===== config.mk =====
export PLATFORM = sky130hd
export DESIGN_NAME = deque_with_search_and_purge
export DESIGN_NICKNAME = d
export VERILOG_FILES = /design/src/dqsp_pkg.sv /design/src/dqsp_ram.sv /design/src/deque_with_search_and_purge.sv
export SDC_FILE = /design/constraint.sdc
export NUM_CORES = 1
export LEC_CHECK = 0
export ABC_AREA = 1
export BUFFER_PORTS_ARGS = -buffer_cell sky130_fd_sc_hd__buf_2
export CAP_MARGIN = 20
export CELL_PAD_IN_SITES_DETAIL_PLACEMENT = 1
export CELL_PAD_IN_SITES_GLOBAL_PLACEMENT = 2
export CORE_MARGIN = 2
export CORE_UTILIZATION = 40
export CTS_CLUSTER_SIZE = 20
export DETAILED_ROUTE_END_ITERATION = 12
export PLACE_DENSITY = 0.82
export SYNTH_ARGS = -nofsm -noshare
export SYNTH_HDL_FRONTEND = slang
export SYNTH_SLANG_ARGS = --single-unit

===== constraint.sdc =====
create_clock -name clk -period 8.2 [get_ports clk]
set_input_delay 1.64 -clock clk [delete_from_list [all_inputs] [get_ports clk]]
set_output_delay 1.64 -clock clk [all_outputs]
set_load 0.05 [all_outputs]

===== src/dqsp_pkg.sv =====
// Shared constants, codes and request/result types for the double-ended queue.
package dqsp_pkg;

  localparam int DEPTH  = 16;
  localparam int ITEM_W = 32;
  localparam int IDX_W  = $clog2(DEPTH);
  localparam int CNT_W  = $clog2(DEPTH + 1);
  localparam int ACT_W  = 3;
  localparam int STAT_W = 2;

  localparam logic [ACT_W-1:0] ACT_PUSH_FRONT = 3'd0;
  localparam logic [ACT_W-1:0] ACT_PUSH_BACK  = 3'd1;
  localparam logic [ACT_W-1:0] ACT_POP_FRONT  = 3'd2;
  localparam logic [ACT_W-1:0] ACT_POP_BACK   = 3'd3;
  localparam logic [ACT_W-1:0] ACT_COUNT      = 3'd4;
  localparam logic [ACT_W-1:0] ACT_PURGE      = 3'd5;

  localparam logic [STAT_W-1:0] ST_DONE  = 2'd0;
  localparam logic [STAT_W-1:0] ST_FULL  = 2'd1;
  localparam logic [STAT_W-1:0] ST_EMPTY = 2'd2;

  localparam logic [CNT_W-1:0] CNT_FULL = CNT_W'(DEPTH);

  typedef enum logic [2:0] {
    S_IDLE,
    S_EXEC,
    S_SCAN,
    S_RD_FRONT,
    S_RD_BACK,
    S_RD_LAST,
    S_OUT
  } dqsp_state_t;

  typedef struct packed {
    logic [ACT_W-1:0]  action;
    logic [ITEM_W-1:0] item;
  } dqsp_in_t;

  typedef struct packed {
    logic [ITEM_W-1:0] front_item;
    logic [ITEM_W-1:0] back_item;
    logic [CNT_W-1:0]  entry_count;
    logic              is_empty;
    logic [CNT_W-1:0]  match_count;
    logic [STAT_W-1:0] status;
  } dqsp_out_t;

endpackage


===== src/dqsp_ram.sv =====
// Generic single-write, single-read RAM with registered read data.
module dqsp_ram #(
  parameter int WIDTH = 32,
  parameter int DEPTH = 16
) (
  input  logic                     clk,
  input  logic                     wr_en,
  input  logic [$clog2(DEPTH)-1:0] wr_addr,
  input  logic [WIDTH-1:0]         wr_data,
  input  logic [$clog2(DEPTH)-1:0] rd_addr,
  output logic [WIDTH-1:0]         rd_data
);

  logic [WIDTH-1:0] mem [DEPTH];

  always_ff @(posedge clk) begin
    if (wr_en) begin
      mem[wr_addr] <= wr_data;
    end
    rd_data <= mem[rd_addr];
  end

endmodule


===== src/deque_with_search_and_purge.sv =====
// Top level of the bounded double-ended queue with count and purge requests.
//
// One request is taken when start is high and busy is low; busy then stays high
// until the result has been shown. The result appears on out_res for exactly one
// cycle with out_valid high and cannot be held off. Push, pop and unused action
// codes go from the execute state through the front, back and last read states
// to the output state. Count and purge add a scan state that walks the N stored
// entries through the single read port of the entry RAM, one entry per cycle with
// the compare of the previous read overlapped. The entry RAM needs no clearing
// after reset.
module deque_with_search_and_purge
  import dqsp_pkg::*;
(
  input  logic      clk,
  input  logic      rst_n,
  input  logic      start,
  input  dqsp_in_t  in_req,
  output logic      busy,
  output logic      out_valid,
  output dqsp_out_t out_res
);

  dqsp_state_t       state_r, state_nxt;
  logic [ACT_W-1:0]  act_r;
  logic [ITEM_W-1:0] item_r;
  logic [IDX_W-1:0]  front_r, front_nxt;
  logic [CNT_W-1:0]  cnt_r, cnt_nxt;
  logic [CNT_W-1:0]  k_r, k_nxt;
  logic [CNT_W-1:0]  kept_r, kept_nxt;
  logic [CNT_W-1:0]  match_r, match_nxt;
  logic              pend_r, pend_nxt;
  logic [STAT_W-1:0] status_r, status_nxt;
  logic [ITEM_W-1:0] fitem_r, fitem_nxt;
  logic [ITEM_W-1:0] bitem_r, bitem_nxt;

  logic              wr_en;
  logic [IDX_W-1:0]  wr_addr;
  logic [ITEM_W-1:0] wr_data;
  logic [IDX_W-1:0]  rd_addr;
  logic [ITEM_W-1:0] rd_data;
  logic              accept;
  logic              hit;
  logic              scan_done;

  assign accept    = start && (state_r == S_IDLE);
  assign hit       = (rd_data == item_r);
  assign scan_done = (k_r == cnt_r) && !pend_r;

  dqsp_ram #(
    .WIDTH(ITEM_W),
    .DEPTH(DEPTH)
  ) u_store (
    .clk    (clk),
    .wr_en  (wr_en),
    .wr_addr(wr_addr),
    .wr_data(wr_data),
    .rd_addr(rd_addr),
    .rd_data(rd_data)
  );

  always_comb begin
    state_nxt = state_r;
    case (state_r)
      S_IDLE: begin
        if (accept) begin
          state_nxt = S_EXEC;
        end
      end
      S_EXEC: begin
        if ((act_r == ACT_COUNT) || (act_r == ACT_PURGE)) begin
          state_nxt = S_SCAN;
        end else begin
          state_nxt = S_RD_FRONT;
        end
      end
      S_SCAN: begin
        if (scan_done) begin
          state_nxt = S_RD_FRONT;
        end
      end
      S_RD_FRONT: state_nxt = S_RD_BACK;
      S_RD_BACK:  state_nxt = S_RD_LAST;
      S_RD_LAST:  state_nxt = S_OUT;
      S_OUT:      state_nxt = S_IDLE;
      default:    state_nxt = S_IDLE;
    endcase
  end

  always_comb begin
    front_nxt  = front_r;
    cnt_nxt    = cnt_r;
    k_nxt      = k_r;
    kept_nxt   = kept_r;
    match_nxt  = match_r;
    pend_nxt   = 1'b0;
    status_nxt = status_r;
    fitem_nxt  = fitem_r;
    bitem_nxt  = bitem_r;
    wr_en      = 1'b0;
    wr_addr    = front_r + kept_r[IDX_W-1:0];
    wr_data    = item_r;
    rd_addr    = front_r + k_r[IDX_W-1:0];
    case (state_r)
      S_EXEC: begin
        status_nxt = ST_DONE;
        match_nxt  = '0;
        k_nxt      = '0;
        kept_nxt   = '0;
        case (act_r)
          ACT_PUSH_FRONT: begin
            if (cnt_r == CNT_FULL) begin
              status_nxt = ST_FULL;
            end else begin
              front_nxt = front_r - IDX_W'(1);
              wr_en     = 1'b1;
              wr_addr   = front_r - IDX_W'(1);
              cnt_nxt   = cnt_r + CNT_W'(1);
            end
          end
          ACT_PUSH_BACK: begin
            if (cnt_r == CNT_FULL) begin
              status_nxt = ST_FULL;
            end else begin
              wr_en   = 1'b1;
              wr_addr = front_r + cnt_r[IDX_W-1:0];
              cnt_nxt = cnt_r + CNT_W'(1);
            end
          end
          ACT_POP_FRONT: begin
            if (cnt_r == '0) begin
              status_nxt = ST_EMPTY;
            end else begin
              front_nxt = front_r + IDX_W'(1);
              cnt_nxt   = cnt_r - CNT_W'(1);
            end
          end
          ACT_POP_BACK: begin
            if (cnt_r == '0) begin
              status_nxt = ST_EMPTY;
            end else begin
              cnt_nxt = cnt_r - CNT_W'(1);
            end
          end
          default: begin
          end
        endcase
      end
      S_SCAN: begin
        // issue the next read while the previous one is compared
        if (k_r != cnt_r) begin
          k_nxt    = k_r + CNT_W'(1);
          pend_nxt = 1'b1;
        end
        if (pend_r) begin
          if (hit) begin
            match_nxt = match_r + CNT_W'(1);
          end else if (act_r == ACT_PURGE) begin
            wr_en    = 1'b1;
            wr_data  = rd_data;
            kept_nxt = kept_r + CNT_W'(1);
          end
        end
        if (scan_done && (act_r == ACT_PURGE)) begin
          cnt_nxt = kept_r;
        end
      end
      S_RD_FRONT: begin
        rd_addr = front_r;
      end
      S_RD_BACK: begin
        rd_addr   = front_r + cnt_r[IDX_W-1:0] - IDX_W'(1);
        fitem_nxt = (cnt_r == '0) ? '0 : rd_data;
      end
      S_RD_LAST: begin
        bitem_nxt = (cnt_r == '0) ? '0 : rd_data;
      end
      default: begin
      end
    endcase
  end

  always_ff @(posedge clk) begin
    if (!rst_n) begin
      state_r  <= S_IDLE;
      front_r  <= '0;
      cnt_r    <= '0;
      k_r      <= '0;
      kept_r   <= '0;
      match_r  <= '0;
      pend_r   <= 1'b0;
      status_r <= ST_DONE;
    end else begin
      state_r  <= state_nxt;
      front_r  <= front_nxt;
      cnt_r    <= cnt_nxt;
      k_r      <= k_nxt;
      kept_r   <= kept_nxt;
      match_r  <= match_nxt;
      pend_r   <= pend_nxt;
      status_r <= status_nxt;
    end
  end

  always_ff @(posedge clk) begin
    if (accept) begin
      act_r  <= in_req.action;
      item_r <= in_req.item;
    end
    fitem_r <= fitem_nxt;
    bitem_r <= bitem_nxt;
  end

  assign busy                = (state_r != S_IDLE);
  assign out_valid           = (state_r == S_OUT);
  assign out_res.front_item  = fitem_r;
  assign out_res.back_item   = bitem_r;
  assign out_res.entry_count = cnt_r;
  assign out_res.is_empty    = (cnt_r == '0);
  assign out_res.match_count = match_r;
  assign out_res.status      = status_r;

  a_cnt_bound: assert property (@(posedge clk) disable iff (!rst_n)
    cnt_r <= CNT_FULL)
    else $error("entry count above depth");

  a_busy_after_accept: assert property (@(posedge clk) disable iff (!rst_n)
    start && !busy |=> busy)
    else $error("busy not raised after request");

  a_strobe_single: assert property (@(posedge clk) disable iff (!rst_n)
    out_valid |=> !out_valid && !busy)
    else $error("result strobe longer than one cycle");

  a_reject_no_match: assert property (@(posedge clk) disable iff (!rst_n)
    out_valid && (out_res.status != ST_DONE) |-> out_res.match_count == '0)
    else $error("rejected request reports matches");

  a_purge_shrinks: assert property (@(posedge clk) disable iff (!rst_n)
    (state_r == S_SCAN) && scan_done && (act_r == ACT_PURGE)
      |=> cnt_r + match_r == $past(cnt_r))
    else $error("purge count mismatch");

endmodule

==> impl_metrics.py <==
metrics = {
    "sta": {
        "worst_pin_slew_ps": 1250,
        "fin_crit_ps": 4260,
        "setup_violations": 0,
        "period_share_pct": 52.0,
        "max_slew_margin_pct": 16.5,
        "slew_viol_final": 0,
        "setup_tns_ps": 0,
        "finalClockSkew_ps": 21.7,
        "fin_hold_ws_ps": 525,
        "layout_setup_ws_ps": 3940,
        "finalHoldViolCount": 0,
        "grt_setup_unrepaired": "no",
        "max_freq_mhz": 235,
    },
    "global_route": {
        "grt_overflow": 0,
        "grt_pass1_wl_um": 122000,
        "antenna_found_initial": 0,
        "grt_pass1_vias": 20000,
        "grt_max_degree": 263,
        "grtUsageTotal_pct": 21.8,
    },
    "yosys": {
        "synthFlopType": "edfxtp_1",
        "yosys_warnings": 0,
        "synth.avg_cell_area_sq_um": 11.1,
        "synth.most_common_cell": "nand2_1",
        "ys_ff_latch": 673,
        "ys_seq_area_share_pct": 68.5,
        "syn_area_sq_um": 28600,
        "yosysTopAreaCell": "edfxtp_1",
        "syn_inst": 2580,
        "synth_edf_count": 611,
        "synthesis.nets": 2640,
        "synth_top_cell_area_share_pct": 64.2,
        "synth_area_leaders": "edfxtp_1 (64%), nand2_1 (8.7%), nand3_1 (6.2%)",
        "synthTopCellsByCount": "nand2_1 (659), edfxtp_1 (611), inv_1 (378)",
        "ys_async_sr_fraction_pct": 0,
        "synth.distinct_cells": 38,
    },
    "run_status": {
        "status": "complete, no violations",
    },
    "clock_tree": {
        "cts-root-buf": "clkbuf_16",
        "numClockSinks": 673,
        "cts_setup_buffers": 0,
        "clk_latency_ps": 610,
        "cts_made_buffers": 70,
        "path_clk_slew_ps": 60,
        "post_cts_resize_count": 0,
        "cts_hold_buffers": 0,
        "max-clock-path-buffers": 3,
        "cts_tree": "built",
        "h-tree-depth": 3,
    },
    "power": {
        "power.density_nw_per_um2": 352,
        "leakage_nw": 12.8,
        "vdd_drop_max_mv": 0.233,
    },
    "place": {
        "io_buffer_count": 116,
        "place_ws_ps": 3880,
        "post_dp_cell_area_sq_um": 30100,
        "dpl.hpwl_um": 45200,
        "placed_cells": 3554,
        "gp_congestion": 0.815,
    },
    "min_path": {
        "hold_path_class": "reg2reg",
    },
    "floorplanning": {
        "die_area_sq_um": 73600,
        "fp-row-count": 98,
        "start_util_pct": 40.2,
        "die_y_um": 271,
        "core-area_sq_um": 71100,
        "die_x_um": 271,
        "boundaryPins": 117,
    },
    "final_layout": {
        "layout.nets": 2741,
        "antenna_cells": 0,
        "drive_gt1_share_pct": 11.5,
        "synthToLayoutAreaGrowth_pct": 13.5,
        "final_area_sq_um": 32500,
        "stdcell_count": 3684,
    },
    "route": {
        "viasPerCell": 5.22,
        "detail-route-antenna-nets": 0,
        "routedWlPerCell_um": 21.8,
        "routed_wl_um": 80300,
        "drtIter0Drc": 1415,
        "vias": 19200,
        "drc": 0,
        "first_pass_iters": 5,
    },
    "critical_path": {
        "critPathArrivalTime_ps": 4810,
        "critPathCaptureType": "flop",
        "critPathKind": "reg2reg",
        "startpoint_type": "flop",
        "cp.required_ps": 8750,
        "crit_fanout": 57,
    },
    "job": {
        "cap_viol_max_count": 0,
    },
}
[cell families (layout without fill, tap and decap cells)]
kind of cell,count (synthesis),in the layout,synth area share (%)
AND/OR/NAND/NOR,1137,1137,17.0
AO/OA/AOI/OAI,193,193,4.59
adder cells (fa/ha/maj),22,22,1.07
flip-flops,673,673,68.5
XOR/XNOR,48,48,1.47
buffers and inverters,507,661,7.33
[metal layers]
| layer | part of all wire, % | up-vias | global-route usage (%) |
|---|---|---|---|
| li1 | - | 8883 | - |
| met5 | 0 | - | 0 |
| met1 | 43 | 9787 | 28.4 |
| met3 | 4.5 | 112 | 2.55 |
| met4 | 2.4 | 0 | 6.49 |
| met2 | 50 | 441 | 38.2 |
[registers in the layout (all words and copies together), names as in the netlist]
signal           count
state_r              3
cnt_r                5
kept_r               5
act_r                3
front_r              4
fitem_r             32
pend_r               1
bitem_r             32
u_store.rd_data     32
status_r             2
k_r                  5
u_store.mem        512
item_r              32
match_r              5
[where the power goes]
group | leakage [nW] | total, W | switching, W | internal (W)
clock network | 1.12 | 0.00315 | 0.00132 | 0.00183
logic | 5.69 | 0.00378 | 0.00273 | 0.00105
registers | 6.03 | 0.00450 | 0.000256 | 0.00424
total | 12.8 | 0.0114 | 0.00430 | 0.00712
[stage by stage]
step,util (%),total power [W]
after floorplan,-,0.00718
after global placement,42.3,0.00820
after detailed placement,42.4,0.00835
after CTS,45.6,0.0115
after global routing,45.6,0.0121
final,45.6,0.0114
[critical path, stage by stage, from the launching register on]
cell and delay [ps]:
dfxtp_1 430, nor2_2 80, nand2_1 180, inv_2 380
nand2_2 200, nand3_4 480, inv_2 940, buf_4 770
nand2_1 120, nand2_1 130, nand2_1 70, nand3_1 110
nand3_1 100, nand2_1 100
[placed cells by master (no fill, tap or decap), types with 13 or more instances in the layout]
cell type / netlist / final
a21oi_1: 27 / 27
buf_2: 76 / 116
buf_4: 20 / 33
clkbuf_1: 19 / 16
clkbuf_16: 0 / 73
dfxtp_1: 62 / 62
edfxtp_1: 611 / 611
ha_1: 18 / 18
inv_1: 378 / 378
nand2_1: 659 / 656
nand3_1: 352 / 351
nor2_1: 71 / 52
nor2_4: 0 / 19
o211ai_1: 127 / 127
o21ai_0: 17 / 17
or2_1: 13 / 13
or2_2: 21 / 21
xnor2_1: 34 / 34
xor2_1: 14 / 14
[final timing paths]
path | start | slack, ps | to | depth (start not counted)
setup / recovery | state_r[0] | 3940 | u_store.rd_data[5] | 13
hold / removal | k_r[4] | 530 | k_r[4] | 2
setup reg to reg | state_r[0] | 3940 | u_store.rd_data[5] | 13
hold reg to reg | k_r[4] | 530 | k_r[4] | 2
[layout make-up]
class	count	area [sq um]
inverter	384	1440
sequential	673	19600
fill	7682	38700
tap	950	1190
timing repair buffer	152	896
clock inverter	25	226
multi-input combinational	1400	7080
clock buffer	100	2040
Note: power is estimated with default switching activity, not from simulation.
